<file path="src/rtl/crcc_pkg.sv">
// Shared constants and types for the call reference cross-connect.
`default_nettype none

package crcc_pkg;

	localparam int TABLE_DEPTH = 16;
	localparam int IDX_W       = (TABLE_DEPTH > 1) ? $clog2(TABLE_DEPTH) : 1;
	localparam int CNT_W       = IDX_W + 1;
	localparam int REF_W       = 32;

	// incoming message kinds
	localparam logic [3:0] KIND_SETUP   = 4'd1;
	localparam logic [3:0] KIND_REL_IND = 4'd7;
	localparam logic [3:0] KIND_REL_CNF = 4'd8;

	// outgoing message kinds
	localparam logic [2:0] OUT_SETUP_REQ = 3'd1;
	localparam logic [2:0] OUT_REL_REQ   = 3'd7;

	// release causes
	localparam logic [1:0] CAUSE_NONE    = 2'd0;
	localparam logic [1:0] CAUSE_BAD_REF = 2'd1;
	localparam logic [1:0] CAUSE_FULL    = 2'd2;

	typedef struct packed {
		logic [REF_W-1:0] near_ref;
		logic [REF_W-1:0] far_ref;
	} entry_t;

endpackage

`default_nettype wire

</file>
<file path="src/rtl/call_reference_cross_connect_core.sv">
// Call reference cross-connect: pair table walk, allocate, rename and release.
// The table walk reads one pair per cycle from the pair memory and
// stops at the first hit (or first free entry for a setup).
// Throughput: one message at a time; busy stays high until the walk and update end.
// Reset clears valid bits, reference counter and control; pair memory is not cleared.
// Results cannot be stalled: each one is shown for a single cycle under done.
`default_nettype none

module call_reference_cross_connect_core
	import crcc_pkg::*;
(
	input  wire logic             clk,
	input  wire logic             arst_n,
	input  wire logic             start,
	output logic                  busy,
	input  wire logic [3:0]       message_kind,
	input  wire logic [REF_W-1:0] call_reference,
	output logic                  done,
	output logic [2:0]            out_kind,
	output logic [REF_W-1:0]      out_reference,
	output logic [1:0]            cause_code
);

	localparam logic [1:0] ST_IDLE   = 2'd0;
	localparam logic [1:0] ST_SCAN   = 2'd1;
	localparam logic [1:0] ST_FINISH = 2'd2;

	logic [1:0]             state_q;
	logic [3:0]             kind_q;
	logic [REF_W-1:0]       ref_q;
	logic [CNT_W-1:0]       issue_q;
	logic                   pend_s1;
	logic [IDX_W-1:0]       idx_s1;
	logic [TABLE_DEPTH-1:0] valid_q;
	logic [REF_W-1:0]       counter_q;
	logic                   hit_q;
	logic [IDX_W-1:0]       hit_idx_q;
	logic [REF_W-1:0]       remote_q;
	logic                   free_q;
	logic [IDX_W-1:0]       free_idx_q;

	entry_t                 mem [TABLE_DEPTH];
	entry_t                 rd_s1;
	logic                   rd_en;
	logic                   wr_en;
	entry_t                 wr_data;
	logic [REF_W-1:0]       counter_inc;

	logic                   is_setup;
	logic                   ent_valid;
	logic                   near_hit;
	logic                   far_hit;
	logic                   ent_hit;
	logic                   ent_free;
	logic                   last_s1;
	logic                   stop;

	assign busy        = (state_q != ST_IDLE);
	assign is_setup    = (kind_q == KIND_SETUP);
	assign counter_inc = counter_q + REF_W'(1);

	assign rd_en = (state_q == ST_SCAN) && (issue_q < CNT_W'(TABLE_DEPTH)) && !stop;
	assign wr_en = (state_q == ST_FINISH) && is_setup && free_q;
	assign wr_data = '{near_ref: ref_q, far_ref: counter_inc};

	// entry check in the cycle after its read
	assign ent_valid = valid_q[idx_s1];
	assign near_hit  = (rd_s1.near_ref == ref_q);
	assign far_hit   = (rd_s1.far_ref == ref_q);
	assign ent_hit   = pend_s1 && ent_valid && (near_hit || far_hit);
	assign ent_free  = pend_s1 && !ent_valid;
	assign last_s1   = pend_s1 && (idx_s1 == IDX_W'(TABLE_DEPTH - 1));
	assign stop      = is_setup ? ent_free : ent_hit;

	// pair memory, one read and one write port, registered read
	always_ff @(posedge clk) begin
		if (wr_en) begin
			mem[free_idx_q] <= wr_data;
		end
		if (rd_en) begin
			rd_s1 <= mem[issue_q[IDX_W-1:0]];
		end
	end

	// payload captures
	always_ff @(posedge clk) begin
		if (start && !busy) begin
			kind_q <= message_kind;
			ref_q  <= call_reference;
		end
		if (rd_en) begin
			idx_s1 <= issue_q[IDX_W-1:0];
		end
		if (ent_hit && !hit_q) begin
			hit_idx_q <= idx_s1;
			remote_q  <= near_hit ? rd_s1.far_ref : rd_s1.near_ref;
		end
		if (ent_free && !free_q) begin
			free_idx_q <= idx_s1;
		end
	end

	always_ff @(posedge clk or negedge arst_n) begin
		if (!arst_n) begin
			state_q       <= ST_IDLE;
			issue_q       <= '0;
			pend_s1       <= 1'b0;
			valid_q       <= '0;
			counter_q     <= '0;
			hit_q         <= 1'b0;
			free_q        <= 1'b0;
			done          <= 1'b0;
			out_kind      <= '0;
			out_reference <= '0;
			cause_code    <= CAUSE_NONE;
		end else begin
			done    <= 1'b0;
			pend_s1 <= rd_en;
			case (state_q)
				ST_IDLE: begin
					if (start) begin
						issue_q <= '0;
						hit_q   <= 1'b0;
						free_q  <= 1'b0;
						state_q <= ST_SCAN;
					end
				end
				ST_SCAN: begin
					if (rd_en) begin
						issue_q <= issue_q + CNT_W'(1);
					end
					if (ent_hit) begin
						hit_q <= 1'b1;
					end
					if (ent_free) begin
						free_q <= 1'b1;
					end
					if (stop || last_s1) begin
						state_q <= ST_FINISH;
					end
				end
				ST_FINISH: begin
					state_q <= ST_IDLE;
					if (kind_q == KIND_REL_CNF) begin
						if (hit_q) begin
							valid_q[hit_idx_q] <= 1'b0;
						end
					end else if (is_setup) begin
						done <= 1'b1;
						if (free_q) begin
							counter_q           <= counter_inc;
							valid_q[free_idx_q] <= 1'b1;
							out_kind            <= OUT_SETUP_REQ;
							out_reference       <= counter_inc;
							cause_code          <= CAUSE_NONE;
						end else begin
							out_kind      <= OUT_REL_REQ;
							out_reference <= ref_q;
							cause_code    <= CAUSE_FULL;
						end
					end else if (!hit_q) begin
						done          <= 1'b1;
						out_kind      <= OUT_REL_REQ;
						out_reference <= ref_q;
						cause_code    <= CAUSE_BAD_REF;
					end else if (kind_q <= KIND_REL_IND) begin
						done          <= 1'b1;
						out_kind      <= kind_q[2:0];
						out_reference <= remote_q;
						cause_code    <= CAUSE_NONE;
						if (kind_q == KIND_REL_IND) begin
							valid_q[hit_idx_q] <= 1'b0;
						end
					end
				end
				default: begin
					state_q <= ST_IDLE;
				end
			endcase
		end
	end

	// a result ends the message: the block is free again when it shows
	a_done_idle: assert property (@(posedge clk) disable iff (!arst_n)
		done |-> !busy) else $error("result while busy");

	// at most one result per accepted message
	a_done_single: assert property (@(posedge clk) disable iff (!arst_n)
		done |=> !done) else $error("repeated result");

	// error causes come only with a release request
	a_cause_rel: assert property (@(posedge clk) disable iff (!arst_n)
		(done && cause_code != CAUSE_NONE) |-> (out_kind == OUT_REL_REQ))
		else $error("cause without release");

	// a table-full release keeps the reference counter unchanged
	a_full_cnt: assert property (@(posedge clk) disable iff (!arst_n)
		(done && cause_code == CAUSE_FULL) |-> $stable(counter_q))
		else $error("counter moved on table full");

endmodule

`default_nettype wire

</file>
<file path="config.mk">
export PLATFORM = sky130hd
export DESIGN_NAME = call_reference_cross_connect_core
export DESIGN_NICKNAME = d
export VERILOG_FILES = /design/src/rtl/crcc_pkg.sv /design/src/rtl/call_reference_cross_connect_core.sv
export SDC_FILE = /design/constraint.sdc
export NUM_CORES = 1
export LEC_CHECK = 0
export ABC_AREA = 1
export BUFFER_PORTS_ARGS = -buffer_cell sky130_fd_sc_hd__buf_4
export CORE_ASPECT_RATIO = 1.4
export CORE_MARGIN = 2
export CORE_UTILIZATION = 30
export CTS_BUF_LIST = sky130_fd_sc_hd__clkbuf_2 sky130_fd_sc_hd__clkbuf_4 sky130_fd_sc_hd__clkbuf_8
export DETAILED_ROUTE_END_ITERATION = 10
export PLACE_DENSITY = 0.54
export SLEW_MARGIN = 25
export SYNTH_ARGS = -nofsm -noshare
export SYNTH_HDL_FRONTEND = slang
export SYNTH_SLANG_ARGS = --single-unit
export TNS_END_PERCENT = 100
</file>
<file path="constraint.sdc">
create_clock -name clk -period 10.6 [get_ports clk]
set_input_delay 1.06 -clock clk [delete_from_list [all_inputs] [get_ports clk]]
set_output_delay 1.06 -clock clk [all_outputs]
set_load 0.005 [all_outputs]
</file>
# Word-level counts from Yosys, hierarchy flattened
# Memory sizes are Yosys's and may differ from the RTL's. A register that Yosys moved wholly into a read port is not among the register bits.
# Cells that the tools add are included.
# Widths: inputs -> output; s select.
# totals
reg_bits	176
latch_bits	0
ramBits	1024
romBits	0
input_bits	39
output_inout_bits	39
wordCells	125
memories	1
# mem_list
memory	depth	word_bits	read_ports	rd_ports_with_merged_regs	wr	line	text
mem	16	64	1	1	1	call_reference_cross_connect_core.sv:42	entry_t mem [TABLE_DEPTH];
# classes
n_addsub	2
multipliers	0
div_mod_pow	0
magnitude_cmp	7
eq_ne	16
n_shift	0
muxes	45
bitwise_logic	4
n_reduce_logical	33
# op_table
operator	n
$mux 32	5
$mux 16	7
$eq 32x32->1	2
$add 32x1->32 const B	1
$and 16x16->16	1
$not 16->16	1
$or 16x16->16	1
$lt 4x5->1 const B	3
$mux 1	14
$logic_and 1x1->1	13
$mux 2	6
$mux 3	4
$reduce_and 3->1	4
$mux 5	2
$ne 2x2->1 const B	5
$pmux 5 s2	1
$demux 1 s4	2
$eq 4x4->1 const B	2
$ge 4x1->1 const B	2
$reduce_and 6->1	1
$reduce_bool 2->1	3
$reduce_bool 3->1	2
$add 5x1->5 const B	1
$logic_not 1->1	5
other kinds (17)	19

# Logic depth before layout (Yosys ltp)
# Gate-level depths: netlist of run 1.
# logic_depth
word_depth	11
ltp_mapped	15
depth_no_buf	15

# Worst setup path after synthesis of run 1
# No wires, ideal clock.
# synth_path
kind	reg-to-reg
start	register kind_q[1]
end	memory mem[0][0] (netlist bit) (enable)
setup_time_ns	0.487
arrival_ns	4.140
required_time_ns	10.113
slack_ns	5.973
path_stages_with_launch	9
n_path_buf	1
period_less_slack_ns	4.627
path_cell_list	edfxtp_1 -> nor2_1 -> inv_1 -> nor2_2 -> nand2_1 -> nor2_2 -> inv_2 -> clkbuf_1 -> nor2_1
# synth_via
elab_chain_cells	5
# synth_rtl
item	line	text
start: declaration	call_reference_cross_connect_core.sv:29	logic [3:0] kind_q;
start signal: assignment	call_reference_cross_connect_core.sv:88	kind_q <= message_kind;
$eq 4x1->1	call_reference_cross_connect_core.sv:59	assign is_setup = (kind_q == KIND_SETUP);
$logic_and 1x1->1 (2 in a row)	call_reference_cross_connect_core.sv:63	assign wr_en = (state_q == ST_FINISH) && is_setup && free_q;
$mux 1	call_reference_cross_connect_core.sv:77	if (wr_en) begin
$mux 1 (not written as such)	call_reference_cross_connect_core.sv:78	mem[free_idx_q] <= wr_data;
end: declaration	call_reference_cross_connect_core.sv:42	
# Every way passes these cells.

# Worst setup path in the final report of run 1
# layout_path
start	register kind_q[3]
end	memory mem[8][60] (netlist bit) (enable)
# The elaborated chain is that of the path after synthesis.

==> results of run 1 <==
==> worst paths after layout <==
| path | start | to | slack (ps) | cells past startpoint |
|---|---|---|---|---|
| worst max-delay path | kind_q[3]$_DFFE_PP_ | mem[8][60]$_DFFE_PP_ | 6350 | 10 |
| worst min-delay path | arst_n | out_reference[6]$_DFFE_PN0P_ | 260 | 1 |
| worst max register to register | kind_q[3]$_DFFE_PP_ | mem[8][60]$_DFFE_PP_ | 6350 | 10 |
| worst min register to register | out_kind[0]$_DFFE_PN0P_ | out_kind[0]$_DFFE_PN0P_ | 470 | 2 |
| max in group asynchronous | arst_n | issue_q[1]$_DFFE_PN0P_ | 9070 | 2 |
| min in group clk | call_reference[9] | ref_q[9]$_DFFE_PP_ | 330 | 1 |
==> routing by layer <==
metal / GRT usage / routed length [um] / share of wire / vias up
li1: - / - / - / 14600
met1: 0.227 / 63500 / 0.42 / 16700
met2: 0.295 / 74300 / 0.49 / 1161
met3: 0.0275 / 8830 / 0.058 / 254
met4: 0.0586 / 4250 / 0.028 / 0
met5: 0 / 0 / 0 / -
==> power by group through the flow <==
stage | registers [mW] | clock network, mW | logic [mW]
after detailed placement | 6.37 | 0 | 2.80
after global routing | 6.29 | 4.23 | 3.08
after CTS | 6.27 | 4.04 | 2.82
after global placement | 6.38 | 0 | 2.79
after floorplan | 6.18 | 0 | 1.75
final | 6.27 | 3.96 | 2.80
==> logic make-up (layout without fill, tap and decap cells) <==
kind of cell / after synthesis / count (layout) / synth area share
other: 0 / 1 / 0
and+or+nand+nor: 1081 / 1081 / 0.0851
DFF: 1264 / 1264 / 0.745
buffers and inverters: 365 / 622 / 0.0276
AOI/OAI and AO/OA: 1109 / 1109 / 0.125
adders and majority gates: 2 / 2 / 0.000497
muxes: 16 / 16 / 0.00358
xor gates and xnor gates: 76 / 76 / 0.0138
==> metrics by stage <==
stage	worst slack, ps	cell area [sq um]	hold WS, ps
2_1_floorplan	5970	50300	423
6_report	6350	57500	256
3_3_place_gp	6390	53700	460
3_5_place_dp	6360	53700	465
5_1_grt	6110	57500	258
4_1_cts	6340	57400	207
==> cell type report <==
| class | instances | area (sq um) | area share |
|---|---|---|---|
| inverter | 120 | 469 | 0.00816 |
| sequential | 1264 | 37500 | 0.652 |
| multi-input combinational | 2284 | 11700 | 0.204 |
| tap | 2237 | 2800 | 0.0487 |
| clock inverter | 93 | 638 | 0.0111 |
| antenna | 1 | 2.50 | 0.0000435 |
| clock buffer | 246 | 3050 | 0.0531 |
| timing repair buffer | 163 | 1280 | 0.0223 |
==> placed cells by master (no fill, tap or decap), types with 13 or more instances in the layout <==
cell,Yosys,layout
nand2_1,324,323
clkbuf_8,0,193
nor2_4,8,27
mux2_2,16,16
xnor2_1,46,45
xor2_1,26,13
a22oi_1,31,31
clkinv_2,0,27
a221oi_1,31,31
nor3_1,15,15
a2bb2oi_1,34,34
dfrtp_1,96,92
xor2_2,4,14
nor2_1,680,662
inv_1,117,113
o21ai_0,629,628
clkbuf_4,0,53
a21oi_1,63,63
nand3_1,24,24
buf_4,0,156
edfxtp_1,1168,1168
clkinv_1,0,46
o22ai_1,304,304
==> sequential cells by signal, summed over array words and instances (netlist names) <==
| signal | cells |
|---|---|
| cause_code | 2 |
| counter_q | 32 |
| done | 1 |
| free_idx_q | 4 |
| free_q | 1 |
| hit_idx_q | 4 |
| hit_q | 1 |
| idx_s1 | 4 |
| issue_q | 5 |
| kind_q | 4 |
| mem | 1024 |
| out_kind | 3 |
| out_reference | 32 |
| pend_s1 | 1 |
| rd_s1 | 64 |
| ref_q | 32 |
| remote_q | 32 |
| state_q | 2 |
| valid_q | 16 |
==> results_dict.tcl, run 1 <==
set metrics [dict create \
    status "completed" \
    report.final.slew_viol_count 0 \
    nNetsFinal 4058 \
    drive_gt1_frac 0.131 \
    yosys_warnings 0 \
    post_cts_buffers 0 \
    area_delta_synth_final_pct 14.2 \
    fp.dieH_um 489 \
    fin_crit_sh 0.401 \
    drtAntennaViolNets 0 \
    hold_viol_final 0 \
    grtUsageTotal 0.174 \
    worstMarginPinSlew_ps 1080 \
    vdd_drop_max_v 0.000145 \
    p_switching_mw 4.23 \
    period_minus_slack_ps 4250 \
    wl_per_cell_um 23.5 \
    post-dp-hpwl_um 83700 \
    synth_cell_types 39 \
    grt_max_degree 177 \
    nFillCells 16200 \
    start_util 0.303 \
    cts-root-buf "clkbuf_8" \
    cp_cell_sequence "inv_1 > nand2_1 > nor2_2 > nand2_1 > nor2_4 > buf_4 > inv_2 > buf_4 > nor2_4 > buf_4" \
    ys_async_sr_fraction 0.0759 \
    timing_worst_setup_path_type "reg -> reg" \
    synthTopCellsByCount "1,168 x edfxtp_1, 680 x nor2_1, 629 x o21ai_0, 324 x nand2_1, 304 x o22ai_1" \
    slew_headroom 0.282 \
    cpMostUsedCell "buf_4" \
    max_freq_mhz 235 \
    antenna_found_initial 4 \
    grt_pass1_wl_um 220000 \
    final_cells 6408 \
    rows 177 \
    rsz0062_at_grt "no" \
    sequentialPowerShare 0.481 \
    drt_wl_total_um 151000 \
    synth_seq_cells 1264 \
    worstSetupEndpointType "flop" \
    slowest_delay_ps 840 \
    slowest_stage "buf_4" \
    worstHoldPathType "in -> async" \
    tns_ps 0 \
    clock-sinks 1264 \
    utilization 0.346 \
    cpLargestDelayFamily "buffers and inverters" \
    via_per_inst 5.09 \
    dr.pass1.iters 6 \
    p_per_area_nw_per_um2 227 \
    die_w_um 350 \
    dieArea_sq_um 171000 \
    switching_share 0.325 \
    max-cap-violations 0 \
    syn_area_sq_um 50300 \
    h-tree-depth 4 \
    cts_made_buffers 184 \
    io_pins 78 \
    p_clk_frac 0.304 \
    cts-resized-gates 0 \
    intPower_mw 8.79 \
    drc 0 \
    ys_seq_area_frac 0.745 \
    synth_top_area_cell "edfxtp_1" \
    setup_viol 0 \
    ys.flop_type "edfxtp_1" \
    power.total_mw 13.0 \
    port_buffers 77 \
    core_area_sq_um 166000 \
    vias 32600 \
    clock_latency_ps 900 \
    drt_iter0_drc 2750 \
    clockBufferDepth 3 \
    dp_cells 6067 \
    place.gp.congestion 0.845 \
    fin_skew_ps 59.6 \
    synth-edff-count 1168 \
    p_leak_nw 19.8 \
    required_ps 11090 \
    synth_area_per_cell_sq_um 12.9 \
    p_comb_frac 0.215 \
    grt_pass1_vias 32000 \
    synth_area_leaders "edfxtp_1 70%, o21ai_0 6.3%, nor2_1 5.1%" \
    ctsHoldBuffers 0 \
    cts_tree "built" \
    syn_inst 3913 \
    path_clk_slew_ps 60 \
    synth_top_area_share 0.697 \
    cp.buffers_inverters 5 \
    cp_max_fo 52 \
    crit_arrival_ps 4740 \
    grt_overflow_total 0 \
    synth_nets 3954 \
    start_kind "flop" \
    synth.most_common_cell "edfxtp_1" \
]
Note: power is estimated with default switching activity, not from simulation.
==> inputs of run 2 (changes only) <==
clock period = 4.4 ns   (was 10.6 ns; I/O delays follow)
==> results_dict.tcl, run 2 (synthesis results as in run 1) <==
set metrics [dict create \
    cp_max_fo 35 \
    period_minus_slack_ps 3130 \
    pre_cts_ws_ps 1310 \
    rrSetupSlack_ps 1270 \
    grt.busiest_layer "met2" \
    top_register "mem" \
    cts-root-buf "clkbuf_8" \
    grt_use_met1 0.230 \
    reg_top3 "mem (1024), rd_s1 (64)" \
    area_delta_synth_final_pct 15.9 \
    status "completed" \
    wl_per_cell_um 23.8 \
    nNetsFinal 4125 \
    slowest_delay_ps 670 \
    max_freq_mhz 319 \
    dp_cells 6096 \
    worstSetupEndpointType "flop" \
    worst_slack_ps 1270 \
    drtAntennaViolNets 0 \
    power.total_mw 31.5 \
    grt_pass1_wl_um 222000 \
    vias 33000 \
    port_buffers 77 \
    rows 177 \
    crit_arrival_ps 3620 \
    vdd_drop_max_v 0.000324 \
    post-dp-hpwl_um 86900 \
    post_cts_buffers 0 \
    start_util 0.303 \
    fin_crit_sh 0.712 \
    report.final.slew_viol_count 0 \
    cts_made_buffers 184 \
    io_pins 78 \
    place.gp.congestion 0.835 \
    via_per_inst 5.09 \
    dieArea_sq_um 171000 \
    clock_latency_ps 890 \
    drt_wl_total_um 154000 \
    grt_pass1_vias 32000 \
    worstHoldPathType "in -> async" \
    reg2regPathDepth 9 \
    mostFrequentLayoutCell "edfxtp_1" \
    slew_headroom 0.250 \
    cp_cell_sequence "inv_1 > nand2_1 > nor2_2 > nand2_1 > nor2_4 > inv_2 > buf_4 > nor2_4 > buf_4" \
    grt_max_degree 124 \
    fin_skew_ps 39.6 \
    drc 0 \
    worstMarginPinSlew_ps 1120 \
    h-tree-depth 4 \
    path_clk_slew_ps 70 \
    rsz0062_at_grt "no" \
    grtUsageTotal 0.178 \
    clock-sinks 1264 \
    largest_reg_flops 1024 \
    timing_worst_setup_path_type "reg -> reg" \
    max-cap-violations 0 \
    utilization 0.351 \
    p_per_area_nw_per_um2 540 \
    antenna_found_initial 7 \
    hold_viol_final 0 \
    start_kind "flop" \
    use_met2 0.302 \
    dr.pass1.iters 6 \
    p_leak_nw 20.1 \
    slowest_stage "buf_4" \
    final_cell_mix "1,168 x edfxtp_1, 662 x nor2_1, 628 x o21ai_0" \
    clockBufferDepth 3 \
    setup_viol 0 \
    fp.dieH_um 489 \
    tns_ps 0 \
    core_area_sq_um 166000 \
    cts_tree "built" \
    drt_iter0_drc 2999 \
    use_met3 0.0272 \
    drive_gt1_frac 0.134 \
    grt_overflow_total 0 \
    required_ps 4880 \
    die_w_um 350 \
    final_cells 6470 \
]
## run 2: per-stage QoR
step	hold slack [ps]	cell area (sq um)
2_1_floorplan	144	50300
3_3_place_gp	505	54200
3_5_place_dp	486	54200
4_1_cts	112	58300
5_1_grt	164	58300
6_report	155	58300
## run 2: where the power goes
part	internal [mW]	leakage, nW	switching, mW	total (mW)
combinational	2.26	5.87	4.48	6.74
clock	5.05	1.94	4.53	9.59
sequential	14.2	12.3	1.00	15.2
total	21.5	20.1	10.0	31.5
## run 2: worst max-delay path, delay by kind of cell, from the launching register on
kind          cells  cell delay [ps]
buf+inv           4             1400
simple gates      5              910
flops             1              360
## run 2: routing by layer
layer / routed length, um / part of all wire
met3: 8960 / 0.058
met5: 20 / 0.00013
met2: 76500 / 0.50
met1: 63700 / 0.41
met4: 4560 / 0.030
## run 2: cell type report
| type | instances | area (sq um) |
|---|---|---|
| Fill cell | 16200 | 108000 |
| Sequential cell | 1264 | 37500 |
| Multi-Input combinational cell | 2284 | 11700 |
| Clock buffer | 256 | 3170 |
| Tap cell | 2237 | 2800 |
| Timing Repair Buffer | 230 | 2190 |
| Clock inverter | 77 | 538 |
| Inverter | 120 | 469 |
| Antenna cell | 2 | 5.00 |
## run 2: worst paths after layout
path / from / end
worst max-delay path: kind_q[3]$_DFFE_PP_ / mem[2][9]$_DFFE_PP_
worst min-delay path: arst_n / done$_DFF_PN0_
worst min register to register: out_kind[0]$_DFFE_PN0P_ / out_kind[0]$_DFFE_PN0P_
worst max register to register: kind_q[3]$_DFFE_PP_ / mem[2][9]$_DFFE_PP_
max in group asynchronous: arst_n / counter_q[21]$_DFFE_PN0P_
min in group clk: call_reference[28] / ref_q[28]$_DFFE_PP_
## run 2: timing repair
item | 4_1_cts | 5_1_grt
hold buffers | 38 | 0
gates resized for setup | 0 | 0
endpoints found under the hold margin | 83 | 0
